`config.mk`:
```
export PLATFORM = sky130hd
export DESIGN_NAME = rhsv_front
export DESIGN_NICKNAME = d
export VERILOG_FILES = /design/src/rhsv_pkg.sv /design/src/rhsv_front.sv
export SDC_FILE = /design/constraint.sdc
export NUM_CORES = 1
export LEC_CHECK = 0
export BUFFER_PORTS_ARGS = -buffer_cell sky130_fd_sc_hd__buf_2
export CELL_PAD_IN_SITES_DETAIL_PLACEMENT = 1
export CELL_PAD_IN_SITES_GLOBAL_PLACEMENT = 2
export CORE_ASPECT_RATIO = 1.25
export CORE_MARGIN = 8
export CORE_UTILIZATION = 30
export DETAILED_ROUTE_END_ITERATION = 8
export MAX_ROUTING_LAYER = met4
export PLACE_DENSITY_LB_ADDON = 0.1
export SLEW_MARGIN = 40
export SYNTH_ARGS = -nofsm -noshare
export SYNTH_HDL_FRONTEND = slang
export SYNTH_SLANG_ARGS = --single-unit
```
`constraint.sdc`:
```
create_clock -name aclk -period 13.3 [get_ports aclk]
set_input_delay 0.665 -clock aclk [delete_from_list [all_inputs] [get_ports aclk]]
set_output_delay 0.665 -clock aclk [all_outputs]
set_load 0.03 [all_outputs]
```
`src/rhsv_pkg.sv`:
```
// Shared types and constants for the RGB to hue/saturation/brightness converter.
// No dependencies; every other file in src except rhsv_div imports this package.
package rhsv_pkg;

    localparam int QueueDepth = 4;

    localparam int HueNumW = 29;   // |diff| << 13
    localparam int HueDenW = 16;   // max - min
    localparam int SatNumW = 34;   // 196605 * min at most
    localparam int SatDenW = 18;   // r + g + b at most
    localparam int QuotW   = 17;   // largest quotient is 3 * 32768

    localparam logic [18:0] RECIP3     = 19'd349526;   // ceil(2^20 / 3)
    localparam logic [16:0] HUE_WRAP   = 17'h0C000;
    localparam logic [16:0] OFF_RED    = 17'h0C000;
    localparam logic [16:0] OFF_GREEN  = 17'h04000;
    localparam logic [16:0] OFF_BLUE   = 17'h08000;
    localparam logic [15:0] SAT_MAX    = 16'hFFFF;

    typedef enum logic [1:0] {
        MODE_PLAIN     = 2'd0,
        MODE_INTENSITY = 2'd1,
        MODE_VALUE     = 2'd2,
        MODE_LIGHTNESS = 2'd3
    } mode_t;

    typedef enum logic [1:0] {
        SEC_RED   = 2'd0,
        SEC_GREEN = 2'd1,
        SEC_BLUE  = 2'd2
    } sector_t;

    typedef struct packed {
        logic [HueNumW-1:0] hue_num;
        logic [HueDenW-1:0] hue_den;
        logic               hue_neg;
        sector_t            sector;
        logic [SatNumW-1:0] sat_num;
        logic [SatDenW-1:0] sat_den;
        mode_t              mode;
        logic [15:0]        lo;
        logic [15:0]        bright;
        logic [15:0]        alpha;
    } item_t;

    typedef struct packed {
        logic    neg;
        sector_t sector;
        logic    gray;
    } hue_tag_t;

    typedef struct packed {
        mode_t       mode;
        logic        zero;
        logic [15:0] lo;
        logic [15:0] bright;
        logic [15:0] alpha;
    } sat_tag_t;

    localparam int HueTagW = $bits(hue_tag_t);
    localparam int SatTagW = $bits(sat_tag_t);

endpackage

```
`src/rhsv_front.sv`:
```
// Front end: accepts pixels, finds max/min, sets up both divisions and queues the item.
// Depends on rhsv_pkg.
module rhsv_front #(
    parameter int DEPTH = rhsv_pkg::QueueDepth
) (
    input  logic                aclk,
    input  logic                aresetn,
    input  rhsv_pkg::mode_t     mode,
    input  logic                s_valid,
    output logic                s_ready,
    input  logic [15:0]         s_red_in,
    input  logic [15:0]         s_green_in,
    input  logic [15:0]         s_blue_in,
    input  logic [15:0]         s_alpha_in,
    output logic                q_valid,
    output rhsv_pkg::item_t     q_item,
    input  logic                q_pop
);
    import rhsv_pkg::*;

    localparam int PTR_W = (DEPTH > 1) ? $clog2(DEPTH) : 1;
    localparam int CNT_W = $clog2(DEPTH + 1);

    logic [15:0] hi, lo, span, lval, ldiv, mx, my;
    logic [17:0] sum, lo3;
    logic [16:0] lsum;
    logic [36:0] prod3;
    item_t       item;

    item_t            mem_reg [0:DEPTH-1];
    logic [PTR_W-1:0] wr_ptr_reg, wr_ptr_next, rd_ptr_reg, rd_ptr_next;
    logic [CNT_W-1:0] cnt_reg, cnt_next;
    logic             push;

    always_comb begin
        hi = s_red_in;
        lo = s_red_in;
        if (s_green_in > hi) hi = s_green_in;
        if (s_blue_in > hi)  hi = s_blue_in;
        if (s_green_in < lo) lo = s_green_in;
        if (s_blue_in < lo)  lo = s_blue_in;
    end

    assign sum   = 18'(s_red_in) + 18'(s_green_in) + 18'(s_blue_in);
    assign span  = hi - lo;
    assign lsum  = 17'(hi) + 17'(lo);
    assign lval  = lsum[16:1];
    assign ldiv  = lval[15] ? (16'hFFFF - lval) : lval;
    assign prod3 = 37'(sum) * 37'(RECIP3);
    assign lo3   = 18'(lo) + {1'b0, lo, 1'b0};

    always_comb begin
        item         = '0;
        item.mode    = mode;
        item.lo      = lo;
        item.alpha   = s_alpha_in;
        item.hue_den = span;

        // hue sector: max tested in red, green, blue order
        if (hi == s_red_in) begin
            item.sector = SEC_RED;
            mx = s_green_in;
            my = s_blue_in;
        end else if (hi == s_green_in) begin
            item.sector = SEC_GREEN;
            mx = s_blue_in;
            my = s_red_in;
        end else begin
            item.sector = SEC_BLUE;
            mx = s_red_in;
            my = s_green_in;
        end
        item.hue_neg = (mx < my);
        item.hue_num = {((mx < my) ? (my - mx) : (mx - my)), 13'b0};

        case (mode)
            MODE_INTENSITY: begin
                item.bright  = prod3[35:20];
                item.sat_num = {lo3, 16'b0} - 34'(lo3);
                item.sat_den = sum;
            end
            MODE_VALUE: begin
                item.bright  = hi;
                item.sat_num = 34'({span, 16'b0}) - 34'(span);
                item.sat_den = 18'(hi);
            end
            MODE_LIGHTNESS: begin
                item.bright  = lval;
                item.sat_num = 34'({span, 15'b0});
                item.sat_den = 18'(ldiv);
            end
            default: begin
                item.bright  = hi;
                item.sat_num = '0;
                item.sat_den = '0;
            end
        endcase
    end

    assign s_ready = (cnt_reg != CNT_W'(DEPTH));
    assign push    = s_valid && s_ready;
    assign q_valid = (cnt_reg != '0);
    assign q_item  = mem_reg[rd_ptr_reg];

    always_comb begin
        wr_ptr_next = wr_ptr_reg;
        rd_ptr_next = rd_ptr_reg;
        cnt_next    = cnt_reg;
        if (push) begin
            wr_ptr_next = (wr_ptr_reg == PTR_W'(DEPTH - 1)) ? '0 : wr_ptr_reg + 1'b1;
        end
        if (q_pop) begin
            rd_ptr_next = (rd_ptr_reg == PTR_W'(DEPTH - 1)) ? '0 : rd_ptr_reg + 1'b1;
        end
        if (push && !q_pop) begin
            cnt_next = cnt_reg + 1'b1;
        end else if (!push && q_pop) begin
            cnt_next = cnt_reg - 1'b1;
        end
    end

    always_ff @(posedge aclk) begin
        if (!aresetn) begin
            wr_ptr_reg <= '0;
            rd_ptr_reg <= '0;
            cnt_reg    <= '0;
        end else begin
            wr_ptr_reg <= wr_ptr_next;
            rd_ptr_reg <= rd_ptr_next;
            cnt_reg    <= cnt_next;
        end
    end

    always_ff @(posedge aclk) begin
        if (push) begin
            mem_reg[wr_ptr_reg] <= item;
        end
    end

endmodule

```
==> results.yml, run 1 <==
outcome:
  status: "finished, final reports clean"
worst_setup_path:
  rr_startpoint: "cnt_reg[0]$_SDFFE_PN0P_"
  slowest_delay_ns: 0.68
  cp_max_fo: 51
  path_delay_family: "compound AO/OA/AOI/OAI gates"
  crit_required_ns: 13.62
  arrival_ns: 12.08
  crit_buf_inv: 5
  cpMostUsedCell: "a21oi_1"
  worst_r2r_path_depth: 5
  slowest_stage: "o41ai_1"
  cp-end-kind: "flop"
  ff2ff_setup_slack_ns: 10.87
  startpoint_type: "input port"
  worstSetupPathType: "in -> reg"
  reg2reg_to: "mem_reg[2][43]$_DFFE_PP_"
clock_tree:
  post_cts_buffers: 0
  ctsHoldBuffers: 0
  tritoncts: "yes"
  h-tree-depth: 2
  root_buffer: "clkbuf_16"
  cts_sinks: 557
  numCtsBuffers: 51
  cts_resized: 0
  cts_max_path_buffers: 3
  clk_pin_slew_ns: 0.07
  insertion_delay_ns: 0.61
cells_and_area:
  final_core_util_pct: 34.47
  fin_area_um2: 40690
  syn_to_final_growth_pct: 14.24
  final_nets: 3525
  drive_above_1_share_pct: 18.48
  largest_reg_flops: 548
detailed_routing:
  dr.pass1.iters: 5
  route.layer.met1.wl_um: 51790
  wl_met3_um: 3098
  via_per_inst: 5.008
  routed.top_layer: "met4"
  ant_nets: 0
  drt-total-wl_um: 121600
  post-route-drc-count: 0
  wl_met2_um: 63890
  drt_iter0_drc: 1254
  num_vias: 23260
  wire_per_inst_um: 26.19
timing:
  slew_violations: 0
  maxSlewHeadroom_pct: 43.39
  fmax_mhz: 85.02
  skew_ns: 0.02293
  layout_min_cycle_time_ns: 11.76
  setup_viol: 0
  rsz0062_at_grt: "false"
  fin_tns_setup_ns: 0
  tightest_slew_ns: 0.8463
  period_share_pct: 88.44
  hold_violations: 0
  fin_hold_ws_ns: 0.2623
die:
  initial_core_util_pct: 30.18
  chipHeight_um: 401.2
  row_count: 141
  core-area_um2: 118000
  die_area_um2: 130100
  fp.dieW_um: 324.2
  io-pin-count: 222
hold_path:
  worstHoldStart: "s_alpha_in[3]"
  min_path_type: "in -> reg"
  whs_path_depth: 1
  hold_end: "mem_reg[2][3]$_DFFE_PP_"
global_route:
  antenna_found_initial: 3
  grtUsageTotal_pct: 18.93
  grt-ovfl-total: 0
  grt_pass1_wl_um: 178300
  grt_max_degree: 67
  grt_pass1_vias: 25440
yosys:
  syn_area_per_cell_um2: 12.77
  synth_area_leader_cell: "edfxtp_1"
  yosysSeqAreaShare_pct: 46.71
  synth_area_leaders: "edfxtp_1 (46%), ha_1 (10%), mux4_2 (8.7%), fa_1 (7.4%), inv_1 (3.5%)"
  syn_area_um2: 35620
  ys_warn_count: 0
  synth_cells: 2790
  yosysMostFrequentCell: "edfxtp_1"
  synthArstFlopShare_pct: 0
  yosys-top-cells-count: "edfxtp_1 (548), inv_1 (333), ha_1 (296)"
  ys_types: 87
  synth-edff-count: 548
  synth_top_cell_area_share_pct: 46.20
  ys_ff_latch: 557
  ys.flop_type: "edfxtp_1"
placement:
  place_area_um2: 38910
  numPortBuffers: 208
  hpwl_um: 95960
  place.gp.congestion: 0.8775
run:
  cap_violations: 0
==> kinds of logic (layout without fill, tap and decap cells) <==
group	count (synthesis)	count (layout)	share of synthesized area, %
AO/OA/AOI/OAI	504	504	9.169
XOR/XNOR	162	162	3.984
adder cells (fa/ha/maj)	428	428	17.82
multiplexers	214	214	10.87
buffers and inverters	443	710	4.823
AND/OR/NAND/NOR	481	481	6.612
flip-flops	557	557	46.71
other	1	16	0.01053
==> cells in the final DEF (no fill, tap or decap), types with 34 or more instances in the layout <==
cell type	n
edfxtp_1	548
inv_1	333
ha_1	296
buf_2	208
a21oi_1	154
mux4_2	137
nand2_1	136
nor2_1	135
fa_1	132
xnor2_1	118
o21ai_0	96
mux2i_1	63
buf_4	57
clkbuf_16	51
a21o_1	41
xor2_1	40
nor3_1	34
==> worst reg2reg max path, cell delays in order, from the launching register on <==
cell and delay, ns:
dfxtp_1 0.42, nor2_1 0.07, nand2_1 0.19, and3_4 0.63
buf_4 0.46, buf_12 0.29
==> stage by stage <==
step | setup slack (ns) | std cells
2_1_floorplan | 3.464 | 2802
3_3_place_gp | 0.3091 | 4544
3_5_place_dp | 0.8766 | 4547
4_1_cts | 1.475 | 4642
5_1_grt | 0.5672 | 4643
6_report | 1.538 | 4645
==> worst max-delay path by stage <==
stage,startpoint,endpoint,slack (ns),cells after the start
global route,s_red_in[2],mem_reg[3][135]$_DFFE_PP_,0.57,44
CTS,s_red_in[2],mem_reg[3][135]$_DFFE_PP_,1.47,42
global placement,s_red_in[2],mem_reg[0][135]$_DFFE_PP_,0.31,42
finish,s_red_in[2],mem_reg[3][135]$_DFFE_PP_,1.54,43
detailed placement,s_red_in[2],mem_reg[0][135]$_DFFE_PP_,0.88,42
floorplan,s_red_in[2],mem_reg[0][135]$_DFFE_PP_,3.46,46
==> final cells by class <==
| type | instances | area (um2) |
|---|---|---|
| well taps | 1573 | 1968 |
| diodes | 3 | 7.507 |
| fillers | 12640 | 77340 |
| clock buffers | 56 | 1315 |
| flip-flops and latches | 557 | 16640 |
| clock inverters | 39 | 429.2 |
| repair buffers | 277 | 1630 |
| multi-input cells | 1802 | 17420 |
| inverters | 338 | 1269 |
==> per-layer routing <==
metal,GRT usage (%),up-vias
met4,4.207,0
met5,-,-
met2,33.82,376
met1,23.22,12050
li1,-,10720
met3,1.490,122
Power of run 1 is not shown: default switching activity piles up to over one toggle a cycle in this logic, so the estimate is an artifact.
==> run 2: changes to the inputs <==
Settings changed: GPL_TIMING_DRIVEN set to 0.
==> results.yml, run 2 (same netlist as run 1, synthesis figures left out) <==
outcome:
  status: "finished, final reports clean"
global_route:
  grtUsageTotal_pct: 18.92
  grt_pass1_vias: 25890
  grt_max_degree: 33
  grt-ovfl-total: 0
  grt_pass1_wl_um: 178000
  antenna_found_initial: 14
timing:
  tightest_slew_ns: 0.9301
  fin_hold_ws_ns: 0.2684
  maxSlewHeadroom_pct: 37.46
  skew_ns: 0.03543
  rsz0062_at_grt: "false"
  setup_viol: 0
  layout_min_cycle_time_ns: 12.53
  period_share_pct: 94.19
  fmax_mhz: 79.83
  hold_violations: 0
  slew_violations: 0
clock_tree:
  root_buffer: "clkbuf_16"
  cts_resized: 0
  ctsHoldBuffers: 0
  tritoncts: "yes"
  cts_sinks: 557
  h-tree-depth: 2
  cts_max_path_buffers: 3
  post_cts_buffers: 0
  insertion_delay_ns: 0.61
  clk_pin_slew_ns: 0.07
  numCtsBuffers: 51
worst_setup_path:
  ff2ff_setup_slack_ns: 10.83
  startpoint_type: "input port"
  cp_max_fo: 10
  cpMostUsedCell: "a21oi_1"
  arrival_ns: 12.92
  slowest_stage: "o41ai_1"
  slowest_delay_ns: 0.70
  crit_required_ns: 13.69
  worstSetupPathType: "in -> reg"
  cp-end-kind: "flop"
  worst_r2r_path_depth: 10
  rr_startpoint: "cnt_reg[0]$_SDFFE_PN0P_"
  reg2reg_to: "cnt_reg[2]$_SDFFE_PN0P_"
cells_and_area:
  largest_reg_flops: 548
  syn_to_final_growth_pct: 15.55
  layout.cells.most_common_list: "edfxtp_1 (548), inv_1 (333), ha_1 (296)"
  final_nets: 3591
  multiInputGateArea_um2: 17640
  drive_above_1_share_pct: 18.37
  register_area_um2: 16640
  layout_commonest_cell: "edfxtp_1"
  final_core_util_pct: 34.87
  fill_cells: 12590
die:
  core-area_um2: 118000
  row_count: 141
  initial_core_util_pct: 30.18
  chipHeight_um: 401.2
  fp.dieW_um: 324.2
  die_area_um2: 130100
  io-pin-count: 222
hold_path:
  worstHoldStart: "s_alpha_in[4]"
  whs_path_depth: 1
  hold_end: "mem_reg[2][4]$_DFFE_PP_"
  min_path_type: "in -> reg"
placement:
  hpwl_um: 98090
  numPortBuffers: 208
  place.gp.congestion: 0.8623
detailed_routing:
  wl_met2_um: 63350
  ant_nets: 0
  wl_met3_um: 3155
  dr.pass1.iters: 5
  wire_per_inst_um: 25.73
  post-route-drc-count: 0
  route.layer.met1.wl_um: 52230
  via_per_inst: 5.024
  drt-total-wl_um: 121200
  drt_iter0_drc: 1166
  num_vias: 23660
  routed.top_layer: "met4"
run:
  cap_violations: 0
-- run 2: worst max-delay path by stage --
stage	startpoint	endpoint	slack (ns)	cells past startpoint
final	s_red_in[2]	mem_reg[2][135]$_DFFE_PP_	0.77	46
after global routing	s_red_in[2]	mem_reg[3][135]$_DFFE_PP_	0.007	48
after CTS	s_red_in[2]	mem_reg[3][135]$_DFFE_PP_	0.13	48
after detailed placement	s_red_in[2]	mem_reg[2][135]$_DFFE_PP_	-0.43	48
after global placement	s_red_in[2]	mem_reg[0][91]$_DFFE_PP_	-0.68	43
after floorplan	s_red_in[2]	mem_reg[0][135]$_DFFE_PP_	3.46	46
-- run 2: area by class of cell --
type | count | share of cell area, %
antenna | 2 | 0.01216
multi-input combinational | 1802 | 42.86
tap | 1573 | 4.782
buffer | 105 | 1.155
clock buffer | 62 | 3.253
clock inverter | 33 | 0.7966
timing repair buffer | 238 | 3.636
inverter | 338 | 3.083
sequential | 557 | 40.42
-- run 2: metrics by stage --
step | worst slack (ns) | instances | setup TNS (ns) | instance area [um2]
2_1_floorplan | 3.464 | 2802 | 0 | 35660
3_3_place_gp | -0.6831 | 4583 | -28.99 | 38670
3_5_place_dp | -0.4251 | 4612 | -4.816 | 39430
4_1_cts | 0.1272 | 4707 | 0 | 41090
5_1_grt | 0.007051 | 4709 | 0 | 41150
6_report | 0.7733 | 4710 | 0 | 41150
-- run 2: worst max-delay path: cells and delay by family --
kind / cells / cell delay [ns]
AOI/OAI and AO/OA: 23 / 4.94
xor gates and xnor gates: 2 / 0.57
muxes: 2 / 0.72
adders and majority gates: 3 / 1.22
buffers and inverters: 10 / 3.06
and+or+nand+nor: 6 / 1.72
-- run 2: metal layers --
layer	up-vias	global-route usage, %
met2	403	33.67
met4	0	3.873
met1	12310	23.63
met5	-	-
li1	10850	-
met3	100	1.223
Power of run 2 is left out for the same reason.
